**src/rtl/core/percent_decoder_defines.svh**
```systemverilog
// assertion macros for the percent decoder
`ifndef PERCENT_DECODER_DEFINES_SVH
`define PERCENT_DECODER_DEFINES_SVH

`ifndef SYNTHESIS

// same-cycle implication, sampled on i_clk, off while i_rst_n is low
`define PD_ASSERT_IMPL(lbl, ante, cons, msg) \
    lbl: assert property (@(posedge i_clk) disable iff (!i_rst_n) (ante) |-> (cons)) \
        else $error(msg);

// next-cycle implication, sampled on i_clk, off while i_rst_n is low
`define PD_ASSERT_NEXT(lbl, ante, cons, msg) \
    lbl: assert property (@(posedge i_clk) disable iff (!i_rst_n) (ante) |=> (cons)) \
        else $error(msg);

`else

`define PD_ASSERT_IMPL(lbl, ante, cons, msg)

`define PD_ASSERT_NEXT(lbl, ante, cons, msg)

`endif

`endif

```
**src/rtl/core/pd_pkg.sv**
```systemverilog
// shared types, constants and helpers of the percent decoder
package pd_pkg;

    localparam int BYTE_W    = 8;
    localparam int QUEUE_DEF = 4;

    localparam logic [BYTE_W-1:0] PCT_CHAR   = 8'h25;
    localparam logic [BYTE_W-1:0] PLUS_CHAR  = 8'h2B;
    localparam logic [BYTE_W-1:0] SPACE_CHAR = 8'h20;

    // held escape state
    localparam logic [1:0] HELD_NONE  = 2'd0;
    localparam logic [1:0] HELD_PCT   = 2'd1;
    localparam logic [1:0] HELD_DIGIT = 2'd2;

    // one classified input byte: up to three output bytes
    typedef struct packed {
        logic              last;
        logic [1:0]        count;
        logic [BYTE_W-1:0] byte2;
        logic [BYTE_W-1:0] byte1;
        logic [BYTE_W-1:0] byte0;
    } t_cmd;

    // hex digit decode: bit 4 set when the character is a hex digit
    function automatic logic [4:0] hex_value(input logic [BYTE_W-1:0] c);
        logic [4:0] r;
        r = 5'd0;
        if (c >= 8'h30 && c <= 8'h39) begin
            r = {1'b1, 4'(c - 8'h30)};
        end else if (c >= 8'h41 && c <= 8'h46) begin
            r = {1'b1, 4'(c - 8'h37)};
        end else if (c >= 8'h61 && c <= 8'h66) begin
            r = {1'b1, 4'(c - 8'h57)};
        end
        return r;
    endfunction

endpackage

```
**src/rtl/core/pd_if.sv**
```systemverilog
// handshake channels of the percent decoder
interface pd_in_if;
    import pd_pkg::*;
    logic              valid;
    logic              ready;
    logic [BYTE_W-1:0] in_byte;
    logic              in_last;
    modport source (output valid, output in_byte, output in_last, input ready);
    modport sink   (input valid, input in_byte, input in_last, output ready);
endinterface

interface pd_out_if;
    import pd_pkg::*;
    logic              valid;
    logic              ready;
    logic [BYTE_W-1:0] out_byte;
    logic              out_last;
    modport source (output valid, output out_byte, output out_last, input ready);
    modport sink   (input valid, input out_byte, input out_last, output ready);
endinterface

interface pd_cfg_if;
    logic valid;
    logic ready;
    logic plus_as_space;
    modport source (output valid, output plus_as_space, input ready);
    modport sink   (input valid, input plus_as_space, output ready);
endinterface

```
**src/rtl/core/pd_front.sv**
```systemverilog
// front end: accepts bytes, tracks held escapes, builds output commands
module pd_front
    import pd_pkg::*;
(
    input  logic       i_clk,
    input  logic       i_rst_n,
    pd_in_if.sink      i_in,
    pd_cfg_if.sink     i_cfg,
    input  logic       i_full,
    output logic       o_push,
    output t_cmd       o_cmd
);

    logic              r_plus;
    logic [1:0]        r_held_count;
    logic [1:0]        n_held_count;
    logic [BYTE_W-1:0] r_held_digit;
    logic [BYTE_W-1:0] n_held_digit;

    logic              w_take;
    logic [BYTE_W-1:0] w_b;
    logic [4:0]        w_hex_b;
    logic [4:0]        w_hex_d;
    logic [BYTE_W-1:0] w_o [4];
    logic [2:0]        w_n;

    assign i_cfg.ready = 1'b1;
    assign i_in.ready  = !i_full;
    assign w_take      = i_in.valid && !i_full;

    // plus mapping on raw bytes only
    assign w_b     = (r_plus && i_in.in_byte == PLUS_CHAR) ? SPACE_CHAR : i_in.in_byte;
    assign w_hex_b = hex_value(w_b);
    assign w_hex_d = hex_value(r_held_digit);

    // classify the byte against the held state, list output bytes in order
    always_comb begin
        w_o[0]       = '0;
        w_o[1]       = '0;
        w_o[2]       = '0;
        w_o[3]       = '0;
        w_n          = 3'd0;
        n_held_count = HELD_NONE;
        n_held_digit = r_held_digit;
        unique case (r_held_count)
            HELD_PCT: begin
                if (w_hex_b[4]) begin
                    n_held_count = HELD_DIGIT;
                    n_held_digit = w_b;
                end else begin
                    w_o[w_n[1:0]] = PCT_CHAR;
                    w_n = w_n + 3'd1;
                    if (w_b == PCT_CHAR) begin
                        n_held_count = HELD_PCT;
                    end else begin
                        w_o[w_n[1:0]] = w_b;
                        w_n = w_n + 3'd1;
                    end
                end
            end
            HELD_DIGIT: begin
                if (w_hex_b[4]) begin
                    w_o[w_n[1:0]] = {w_hex_d[3:0], w_hex_b[3:0]};
                    w_n = w_n + 3'd1;
                end else begin
                    w_o[w_n[1:0]] = PCT_CHAR;
                    w_n = w_n + 3'd1;
                    w_o[w_n[1:0]] = r_held_digit;
                    w_n = w_n + 3'd1;
                    if (w_b == PCT_CHAR) begin
                        n_held_count = HELD_PCT;
                    end else begin
                        w_o[w_n[1:0]] = w_b;
                        w_n = w_n + 3'd1;
                    end
                end
            end
            default: begin
                if (w_b == PCT_CHAR) begin
                    n_held_count = HELD_PCT;
                end else begin
                    w_o[w_n[1:0]] = w_b;
                    w_n = w_n + 3'd1;
                end
            end
        endcase
        // flush whatever is held at the end of the string
        if (i_in.in_last) begin
            if (n_held_count == HELD_PCT || n_held_count == HELD_DIGIT) begin
                w_o[w_n[1:0]] = PCT_CHAR;
                w_n = w_n + 3'd1;
            end
            if (n_held_count == HELD_DIGIT) begin
                w_o[w_n[1:0]] = n_held_digit;
                w_n = w_n + 3'd1;
            end
            n_held_count = HELD_NONE;
        end
    end

    // at most three bytes leave per input byte
    assign o_cmd.byte0 = w_o[0];
    assign o_cmd.byte1 = w_o[1];
    assign o_cmd.byte2 = w_o[2];
    assign o_cmd.count = (w_n > 3'd3) ? 2'd3 : w_n[1:0];
    assign o_cmd.last  = i_in.in_last;
    assign o_push      = w_take && (w_n != 3'd0);

    // mode register and held escape state
    always_ff @(posedge i_clk) begin
        if (!i_rst_n) begin
            r_plus       <= 1'b0;
            r_held_count <= HELD_NONE;
            r_held_digit <= '0;
        end else begin
            if (i_cfg.valid) begin
                r_plus <= i_cfg.plus_as_space;
            end
            if (w_take) begin
                r_held_count <= n_held_count;
                r_held_digit <= n_held_digit;
            end
        end
    end

endmodule

```
**src/rtl/core/pd_queue.sv**
```systemverilog
// command queue between front and back end
module pd_queue
    import pd_pkg::*;
#(
    parameter int DEPTH = QUEUE_DEF
) (
    input  logic i_clk,
    input  logic i_rst_n,
    input  logic i_push,
    input  t_cmd i_cmd,
    input  logic i_pop,
    output t_cmd o_cmd,
    output logic o_full,
    output logic o_empty
);

    localparam int PTR_W = (DEPTH > 1) ? $clog2(DEPTH) : 1;
    localparam int CNT_W = $clog2(DEPTH + 1);

    t_cmd             r_mem [DEPTH];
    logic [PTR_W-1:0] r_wr;
    logic [PTR_W-1:0] r_rd;
    logic [CNT_W-1:0] r_cnt;

    assign o_full  = (r_cnt == CNT_W'(DEPTH));
    assign o_empty = (r_cnt == '0);
    assign o_cmd   = r_mem[r_rd];

    // entry storage
    always_ff @(posedge i_clk) begin
        if (i_push) begin
            r_mem[r_wr] <= i_cmd;
        end
    end

    // pointers and fill count
    always_ff @(posedge i_clk) begin
        if (!i_rst_n) begin
            r_wr  <= '0;
            r_rd  <= '0;
            r_cnt <= '0;
        end else begin
            if (i_push) begin
                r_wr <= (r_wr == PTR_W'(DEPTH - 1)) ? '0 : r_wr + PTR_W'(1);
            end
            if (i_pop) begin
                r_rd <= (r_rd == PTR_W'(DEPTH - 1)) ? '0 : r_rd + PTR_W'(1);
            end
            if (i_push && !i_pop) begin
                r_cnt <= r_cnt + CNT_W'(1);
            end else if (i_pop && !i_push) begin
                r_cnt <= r_cnt - CNT_W'(1);
            end
        end
    end

endmodule

```
**src/rtl/core/pd_back.sv**
```systemverilog
// back end: plays out the bytes of each command, one per transfer
module pd_back
    import pd_pkg::*;
(
    input  logic   i_clk,
    input  logic   i_rst_n,
    input  t_cmd   i_cmd,
    input  logic   i_empty,
    output logic   o_pop,
    pd_out_if.source o_out
);

    t_cmd       r_cmd;
    logic       r_busy;
    logic [1:0] r_idx;
    logic       w_take;
    logic       w_end;

    assign w_take = r_busy && o_out.ready;
    assign w_end  = (r_idx == r_cmd.count - 2'd1);
    assign o_pop  = !i_empty && (!r_busy || (w_take && w_end));

    // output byte selection from the held command
    assign o_out.valid    = r_busy;
    assign o_out.out_last = r_cmd.last && w_end;
    always_comb begin
        unique case (r_idx)
            2'd0:    o_out.out_byte = r_cmd.byte0;
            2'd1:    o_out.out_byte = r_cmd.byte1;
            default: o_out.out_byte = r_cmd.byte2;
        endcase
    end

    // command register
    always_ff @(posedge i_clk) begin
        if (o_pop) begin
            r_cmd <= i_cmd;
        end
    end

    // play-out control
    always_ff @(posedge i_clk) begin
        if (!i_rst_n) begin
            r_busy <= 1'b0;
            r_idx  <= 2'd0;
        end else if (o_pop) begin
            r_busy <= 1'b1;
            r_idx  <= 2'd0;
        end else if (w_take && w_end) begin
            r_busy <= 1'b0;
        end else if (w_take) begin
            r_idx <= r_idx + 2'd1;
        end
    end

endmodule

```
**src/rtl/core/percent_decoder.sv**
```systemverilog
// top level of the streaming url percent decoder
// Streaming percent-escape decoder: one encoded byte can be taken every cycle on i_in and
// decoded bytes leave on o_out at up to one per cycle. A byte that breaks an escape or ends
// a string may give two or three output bytes, which the back end plays out one by one;
// a command queue of QUEUE_DEPTH entries between the classifying front end and the
// play-out back end lets input keep flowing meanwhile, and input stalls only when that
// queue is full. With the queue and back end idle, the first byte caused by an input
// transfer is written into the queue, then loaded into the back end's command register,
// and is then valid on o_out.
// i_cfg sets plus_as_space, which maps raw '+' to space; it is always ready.
`include "percent_decoder_defines.svh"

module percent_decoder
    import pd_pkg::*;
#(
    parameter int QUEUE_DEPTH = QUEUE_DEF
) (
    input  logic     i_clk,
    input  logic     i_rst_n,
    pd_in_if.sink    i_in,
    pd_cfg_if.sink   i_cfg,
    pd_out_if.source o_out
);

    t_cmd w_push_cmd;
    t_cmd w_head_cmd;
    logic w_push;
    logic w_pop;
    logic w_full;
    logic w_empty;

    // byte classification
    pd_front u_front (
        .i_clk   (i_clk),
        .i_rst_n (i_rst_n),
        .i_in    (i_in),
        .i_cfg   (i_cfg),
        .i_full  (w_full),
        .o_push  (w_push),
        .o_cmd   (w_push_cmd)
    );

    // command queue
    pd_queue #(
        .DEPTH (QUEUE_DEPTH)
    ) u_queue (
        .i_clk   (i_clk),
        .i_rst_n (i_rst_n),
        .i_push  (w_push),
        .i_cmd   (w_push_cmd),
        .i_pop   (w_pop),
        .o_cmd   (w_head_cmd),
        .o_full  (w_full),
        .o_empty (w_empty)
    );

    // output play-out
    pd_back u_back (
        .i_clk   (i_clk),
        .i_rst_n (i_rst_n),
        .i_cmd   (w_head_cmd),
        .i_empty (w_empty),
        .o_pop   (w_pop),
        .o_out   (o_out)
    );

    // checks
    `PD_ASSERT_IMPL(a_push_room, w_push, !w_full, "push into a full queue")
    `PD_ASSERT_IMPL(a_pop_data, w_pop, !w_empty, "pop from an empty queue")
    `PD_ASSERT_IMPL(a_last_out, i_in.valid && i_in.ready && i_in.in_last, w_push, "no flush")
    `PD_ASSERT_NEXT(a_push_seen, w_push, !w_empty, "pushed command not in queue")

endmodule

```
**src/flat_wrapper.sv**
```systemverilog
// flat-port wrapper written by rule: the top's interface ports become plain ports
module percent_decoder_flat import pd_pkg::*;
#(
    parameter int QUEUE_DEPTH = QUEUE_DEF
)
  (i_clk, i_rst_n, i_in_valid, i_in_in_byte, i_in_in_last, i_in_ready, i_cfg_valid, i_cfg_plus_as_space, i_cfg_ready, o_out_valid, o_out_out_byte, o_out_out_last, o_out_ready);
  pd_in_if i_in_i ();
  pd_cfg_if i_cfg_i ();
  pd_out_if o_out_i ();
  input  logic i_clk;
  input  logic i_rst_n;
  input wire logic [$bits(i_in_i.valid)-1:0] i_in_valid;
  input wire logic [$bits(i_in_i.in_byte)-1:0] i_in_in_byte;
  input wire logic [$bits(i_in_i.in_last)-1:0] i_in_in_last;
  output wire logic [$bits(i_in_i.ready)-1:0] i_in_ready;
  input wire logic [$bits(i_cfg_i.valid)-1:0] i_cfg_valid;
  input wire logic [$bits(i_cfg_i.plus_as_space)-1:0] i_cfg_plus_as_space;
  output wire logic [$bits(i_cfg_i.ready)-1:0] i_cfg_ready;
  output wire logic [$bits(o_out_i.valid)-1:0] o_out_valid;
  output wire logic [$bits(o_out_i.out_byte)-1:0] o_out_out_byte;
  output wire logic [$bits(o_out_i.out_last)-1:0] o_out_out_last;
  input wire logic [$bits(o_out_i.ready)-1:0] o_out_ready;
  assign i_in_i.valid = i_in_valid;
  assign i_in_i.in_byte = i_in_in_byte;
  assign i_in_i.in_last = i_in_in_last;
  assign i_in_ready = i_in_i.ready;
  assign i_cfg_i.valid = i_cfg_valid;
  assign i_cfg_i.plus_as_space = i_cfg_plus_as_space;
  assign i_cfg_ready = i_cfg_i.ready;
  assign o_out_valid = o_out_i.valid;
  assign o_out_out_byte = o_out_i.out_byte;
  assign o_out_out_last = o_out_i.out_last;
  assign o_out_i.ready = o_out_ready;
  percent_decoder #(.QUEUE_DEPTH(QUEUE_DEPTH)) u_core (.i_clk(i_clk), .i_rst_n(i_rst_n), .i_in(i_in_i), .i_cfg(i_cfg_i), .o_out(o_out_i));
endmodule
```
**config.mk**
```make
export PLATFORM = sky130hd
export DESIGN_NAME = percent_decoder_flat
export DESIGN_NICKNAME = d
export VERILOG_FILES = /design/src/rtl/core/pd_pkg.sv /design/src/rtl/core/pd_if.sv /design/src/rtl/core/pd_front.sv /design/src/rtl/core/pd_queue.sv /design/src/rtl/core/pd_back.sv /design/src/rtl/core/percent_decoder.sv /design/src/flat_wrapper.sv
export VERILOG_INCLUDE_DIRS = /design/src /design/src/rtl/core
export SDC_FILE = /design/constraint.sdc
export NUM_CORES = 1
export LEC_CHECK = 0
export ABC_CLOCK_PERIOD_IN_PS = 9500
export BUFFER_PORTS_ARGS = -buffer_cell sky130_fd_sc_hd__buf_2
export CAP_MARGIN = 20
export CORE_MARGIN = 4
export CORE_UTILIZATION = 40
export DETAILED_ROUTE_END_ITERATION = 10
export GPL_TIMING_DRIVEN = 0
export REMOVE_ABC_BUFFERS = 1
export SETUP_SLACK_MARGIN = 0.02
export SLEW_MARGIN = 25
export SYNTH_ARGS = -nofsm -noshare
export SYNTH_HDL_FRONTEND = slang
export SYNTH_SLANG_ARGS = --single-unit
export TNS_END_PERCENT = 100
```
**constraint.sdc**
```tcl
create_clock -name i_clk -period 9.5 [get_ports i_clk]
set_clock_uncertainty 0.05 [all_clocks]
set_input_delay 2.85 -clock i_clk [delete_from_list [all_inputs] [get_ports i_clk]]
set_output_delay 2.85 -clock i_clk [all_outputs]
set_load 0.05 [all_outputs]
```
==> impl_metrics.toml, run 1 <==
[yosys]
ys_ff_latch = 156
ys_types = 77
synth_edf_count = 135
synth.area.top_cells = "edfxtp_1 (54%), mux4_2 (8.4%), dfxtp_1 (5.6%)"
yosysSeqAreaShare = 0.595
yosysTopAreaCell = "edfxtp_1"
netlist_area_mm2 = 0.00752
synthesis.instances = 547
yosys_warnings = 0
yosysTopAreaCellShare = 0.539
synth_area_per_cell_um2 = 13.7
synth-main-ff-cell = "edfxtp_1"
async_flop_share = 0

[power_and_ir_drop]
comb_power_share = 0.234
p_seq_frac = 0.451
irDropWorstVdd_uv = 115
p_leak_nw = 3.06
p_per_area_mw_per_mm2 = 252
clockPowerShare = 0.315
p_int_mw = 1.50
switching_power_mw = 0.660
power_mw = 2.16
p_sw_frac = 0.305

[global_routing]
grt_first_pass_wirelength_mm = 26.9
antenna_found_initial = 0
grt_use_total = 0.164
grt_pass1_vias = 4729
grt_overflow = 0
grt_max_degree = 31
gr-usage-met2 = 0.270
grt_use_met1 = 0.219
grt.busiest_layer = "met2"
gr-usage-met3 = 0.0421

[sta]
setup_slack_ns = 1.52
period_minus_slack_ns = 7.98
layout_worst_path_cycle_share = 0.840
fmax_ghz = 0.125
final.setup.tns_ns = 0
tightestPinTransition_ns = 0.965
final_max_slew_viol_count = 0
whs_ns = 0.420
hold_viol = 0
rsz0062_at_grt = "no"
maxSlewHeadroom = 0.355
setup-violations-final = 0

[clock_network]
clk_pin_slew_ns = 0.07
cts_max_path_buffers = 2
insertion_delay_ns = 0.43
cts_tree = "done"
cts_root_buf = "clkbuf_16"
cts_hold_buf = 0
cts_setup_buffers = 0
numCtsBuffers = 17
h-tree-depth = 4
clkSinkCount = 156
cts_resized = 0

[floorplanning]
core_mm2 = 0.0182
start_util = 0.413
ios = 27
die_w_um = 145
dieArea_mm2 = 0.0211
row_count = 49
die_height_um = 145

[setup_path]
path_class = "primary input to flop"
worstPathMaxFanout = 9
crit_chain = "buf_2, inv_1, ha_1, o311ai_2, nand2_1, a2111oi_2, inv_1, ha_1, nor2_1, a21o_1, ha_1, nand2b_1, or2_2, o2111ai_1, a41oi_1, ha_1, inv_1, fa_1, xor2_1, or3_1, a21oi_1"
crit_top_cell = "ha_1"
cp_slowest_cell = "o311ai_2"
end_kind = "flop"
cp-start-kind = "primary input"
critPathMaxStageDelay_ns = 0.68
required_ns = 9.79
arrival_ns = 8.27

[final_layout]
final_util = 0.471
stdcell_count = 812
drive_above_1_share = 0.202
diodes = 0
multi_input_area_mm2 = 0.00282
fin_area_mm2 = 0.00857
layout_common_cells = "edfxtp_1 (135), nand2_1 (37), inv_1 (29), nor2_1 (29), mux4_2 (28)"
area_growth_pct = 14.0
fillerInstances = 1583
final_common_cell = "edfxtp_1"
nNetsFinal = 610
seq_area_mm2 = 0.00448

[placement]
placed_area_mm2 = 0.00797
io_buffers = 25
hpwlAfterDp_mm = 11.8
placed_cells = 780
post-place-ws_ns = 1.19
gp_congestion = 0.938

[drt]
drt-initial-drc-count = 442
vias = 4774
postRouteAntennaNets = 0
routed_via_density = 5.88
dr.pass1.iters = 5
wirelength_mm = 16.9
wire_per_inst_um = 20.8
drc = 0

[worst_hold_path]
hold_path_class = "flop to flop"

[job]
maxCapViolations = 0

[status]
status = "finished clean"
==> power groups by stage <==
stage	Clock [mW]	Combinational, mW	Sequential [mW]
2_1_floorplan	0	0.353	0.977
3_3_place_gp	0	0.459	1.00
3_5_place_dp	0	0.512	0.995
4_1_cts	0.698	0.514	0.981
5_1_grt	0.731	0.546	0.996
6_report	0.681	0.506	0.975
==> final timing paths <==
check	startpoint	to	slack [ns]	depth (start not counted)
max	i_in_in_byte[1]	u_core.u_queue.r_cnt[2]$_SDFFE_PN0P_	1.52	21
max reg2reg	u_core.u_front.r_held_count[1]$_SDFFE_PN0P_	u_core.u_queue.r_cnt[2]$_SDFFE_PN0P_	4.33	19
min reg2reg	u_core.u_front.r_held_count[0]$_SDFFE_PN0P_	u_core.u_front.r_held_count[0]$_SDFFE_PN0P_	0.42	2
min	u_core.u_front.r_held_count[0]$_SDFFE_PN0P_	u_core.u_front.r_held_count[0]$_SDFFE_PN0P_	0.42	2
==> cells by family after synthesis <==
family                   Yosys count  share of synthesized area
AO/OA/AOI/OAI                    108                      0.109
flip-flops                       156                      0.595
other                              1                   0.000499
buffers and inverters             57                     0.0323
adder cells (fa/ha/maj)           25                     0.0426
multiplexers                      45                      0.106
AND/OR/NAND/NOR                  146                      0.103
XOR/XNOR                           9                     0.0105
==> routing by layer <==
metal,wire (um),vias up,part of all wire
li1,-,2190,-
met1,7480,2429,0.44
met5,0,-,0
met2,8300,142,0.49
met3,913,13,0.054
met4,186,0,0.011
==> worst max-delay path: cells and delay by family <==
kind / cells / cell delay (ns)
AOI/OAI and AO/OA: 6 / 2.18
xor gates and xnor gates: 1 / 0.18
adders and majority gates: 5 / 1.47
buffers and inverters: 4 / 0.45
and+or+nand+nor: 5 / 1.14
==> synthesized netlist by cell type (3+ instances only) <==
library cell / number
nor2b_1: 4
clkbuf_1: 15
a221oi_1: 3
edfxtp_1: 135
o31ai_1: 3
nor2_1: 30
o2bb2ai_1: 3
mux2i_1: 17
mux4_2: 28
or3b_2: 3
ha_1: 24
buf_2: 4
nand2_1: 37
nor3b_1: 3
o221a_2: 4
nand3_1: 19
o211ai_1: 4
o21ai_0: 13
a22oi_1: 14
and3_1: 7
a32oi_1: 9
nor4b_1: 3
and2_1: 10
dfxtp_1: 21
xnor2_1: 7
o22ai_1: 8
a21oi_1: 13
buf_1: 4
nand2b_1: 5
a31oi_1: 5
inv_1: 29
a21o_1: 4
nor3_1: 6
==> final cells by class <==
cell class	count	share of cell area
Tap cell	229	0.0334
Timing Repair Buffer	31	0.0321
Sequential cell	156	0.523
Clock inverter	15	0.0204
Multi-Input combinational cell	334	0.329
Clock buffer	17	0.0496
Inverter	30	0.0131
==> sequential cells by signal, indices dropped and copies added (netlist names) <==
signal,cells
u_core.u_queue.r_wr,2
u_core.u_front.r_held_digit,8
u_core.u_queue.r_mem,108
u_core.u_front.r_held_count,2
u_core.u_back.o_out.valid,1
u_core.u_queue.r_cnt,3
u_core.u_front.r_plus,1
u_core.u_queue.r_rd,2
u_core.u_back.r_cmd,27
u_core.u_back.r_idx,2
Power figures use the tool's default switching activity.
==> run 2: changes to the inputs <==
ABC_CLOCK_PERIOD_IN_PS = 7700   (was 9500)
clock period = 7.7 ns   (was 9.5 ns; I/O delays follow)
==> impl_metrics.toml, run 2 (synthesis results as in run 1) <==
[status]
status = "finished clean"

[final_layout]
final_common_cell = "edfxtp_1"
area_growth_pct = 14.3
reg_top3 = "u_core.u_queue.r_mem x108, u_core.u_back.r_cmd x27, u_core.u_front.r_held_digit x8"
layout_common_cells = "edfxtp_1 (135), nand2_1 (37), inv_1 (29), nor2_1 (29), mux4_2 (28)"
nNetsFinal = 610
drive_above_1_share = 0.202
largest_register_ff_count = 108
fillerInstances = 1582
top_register = "u_core.u_queue.r_mem"
diodes = 0

[global_routing]
grt_pass1_vias = 4729
grt.busiest_layer = "met2"
grt_use_total = 0.164
gr-usage-met3 = 0.0421
grt_first_pass_wirelength_mm = 26.9
gr-usage-met2 = 0.270
grt_overflow = 0
grt_max_degree = 31
antenna_found_initial = 0
grt_use_met1 = 0.219

[setup_path]
arrival_ns = 7.53
cp_slowest_cell = "or4_4"
required_ns = 7.99
cp_num_buf_inv = 4
path_depth = 22
worstPathMaxFanout = 9
cp_top_family = "simple AND/OR/NAND/NOR gates"
path_class = "primary input to flop"
crit_chain = "buf_2, inv_1, ha_1, or4_4, nand3_1, nand2_1, a2111oi_4, inv_1, ha_1, nor2_1, a21o_1, ha_1, nand2b_1, or2_2, o2111ai_1, a41oi_1, ha_1, inv_1, fa_1, xor2_1, or3_1, a21oi_1"
crit_top_cell = "ha_1"
cp-start-kind = "primary input"
critPathMaxStageDelay_ns = 0.44
end_kind = "flop"
rr_worst_depth = 19

[floorplanning]
die_height_um = 145
ios = 27
die_w_um = 145
dieArea_mm2 = 0.0211
row_count = 49
start_util = 0.413
core_mm2 = 0.0182

[clock_network]
cts_setup_buffers = 0
numCtsBuffers = 17
clkSinkCount = 156
clk_pin_slew_ns = 0.07
cts_resized = 0
cts_root_buf = "clkbuf_16"
insertion_delay_ns = 0.42
cts_max_path_buffers = 2
cts_tree = "done"
cts_hold_buf = 0
h-tree-depth = 4

[drt]
wire_per_inst_um = 20.8
dr.pass1.iters = 5
wirelength_mm = 16.9
postRouteAntennaNets = 0
vias = 4748
routed_via_density = 5.85
drc = 0
drt-initial-drc-count = 435

[sta]
setup-violations-final = 0
final_max_slew_viol_count = 0
hold_viol = 0
rsz0062_at_grt = "no"
fmax_ghz = 0.138
maxSlewHeadroom = 0.357
tightestPinTransition_ns = 0.962
period_minus_slack_ns = 7.25
layout_worst_path_cycle_share = 0.941
final.setup.tns_ns = 0

[power_and_ir_drop]
irDropWorstVdd_uv = 141
p_leak_nw = 3.06
power_mw = 2.67
p_per_area_mw_per_mm2 = 310

[job]
maxCapViolations = 0

[placement]
io_buffers = 25
hpwlAfterDp_mm = 11.8
gp_congestion = 0.938

[worst_hold_path]
hold_path_depth = 2
hold_path_class = "flop to flop"
==> run 2: worst min-delay path: stages, from the launching register on <==
cell and delay, ns:
dfxtp_1 0.32, nand2_1 0.06, a21oi_1 0.05
==> run 2: layout make-up <==
class	instances	area, um^2	area share
multi-input combinational	334	2840	0.330
sequential	156	4480	0.521
inverter	30	113	0.0131
timing repair buffer	31	275	0.0320
clock inverter	15	175	0.0204
clock buffer	17	425	0.0495
tap	229	287	0.0333
==> run 2: worst paths after layout <==
kind / endpoint / startpoint / slack [ns]
setup / recovery: u_core.u_queue.r_cnt[2]$_SDFFE_PN0P_ / i_in_in_byte[1] / 0.45
hold / removal: u_core.u_front.r_held_count[0]$_SDFFE_PN0P_ / u_core.u_front.r_held_count[0]$_SDFFE_PN0P_ / 0.42
setup reg to reg: u_core.u_queue.r_cnt[2]$_SDFFE_PN0P_ / u_core.u_front.r_held_count[0]$_SDFFE_PN0P_ / 2.55
hold reg to reg: u_core.u_front.r_held_count[0]$_SDFFE_PN0P_ / u_core.u_front.r_held_count[0]$_SDFFE_PN0P_ / 0.42
==> run 2: where the power goes <==
group,switching [mW],total [mW],internal [mW]
clock,0.347,0.837,0.490
sequential,0.0983,1.20,1.11
combinational,0.365,0.625,0.260
total,0.811,2.67,1.85
==> run 2: routing by layer <==
metal	wire, um	share of wire
met1	7480	0.44
met2	8270	0.49
met3	966	0.057
met4	170	0.010
met5	0	0
==> run 2: through the flow <==
| step | area, um^2 | util | hold slack (ns) | std cells | worst slack (ns) |
|---|---|---|---|---|---|
| 2_1_floorplan | 7390 | - | 0.399 | 520 | 0.980 |
| 3_3_place_gp | 7800 | 0.428 | 0.408 | 774 | -0.244 |
| 3_5_place_dp | 7970 | 0.438 | 0.416 | 780 | -0.0671 |
| 4_1_cts | 8570 | 0.471 | 0.424 | 812 | 0.364 |
| 5_1_grt | 8590 | 0.472 | 0.458 | 812 | 0.0221 |
| 6_report | 8590 | 0.472 | 0.420 | 812 | 0.455 |
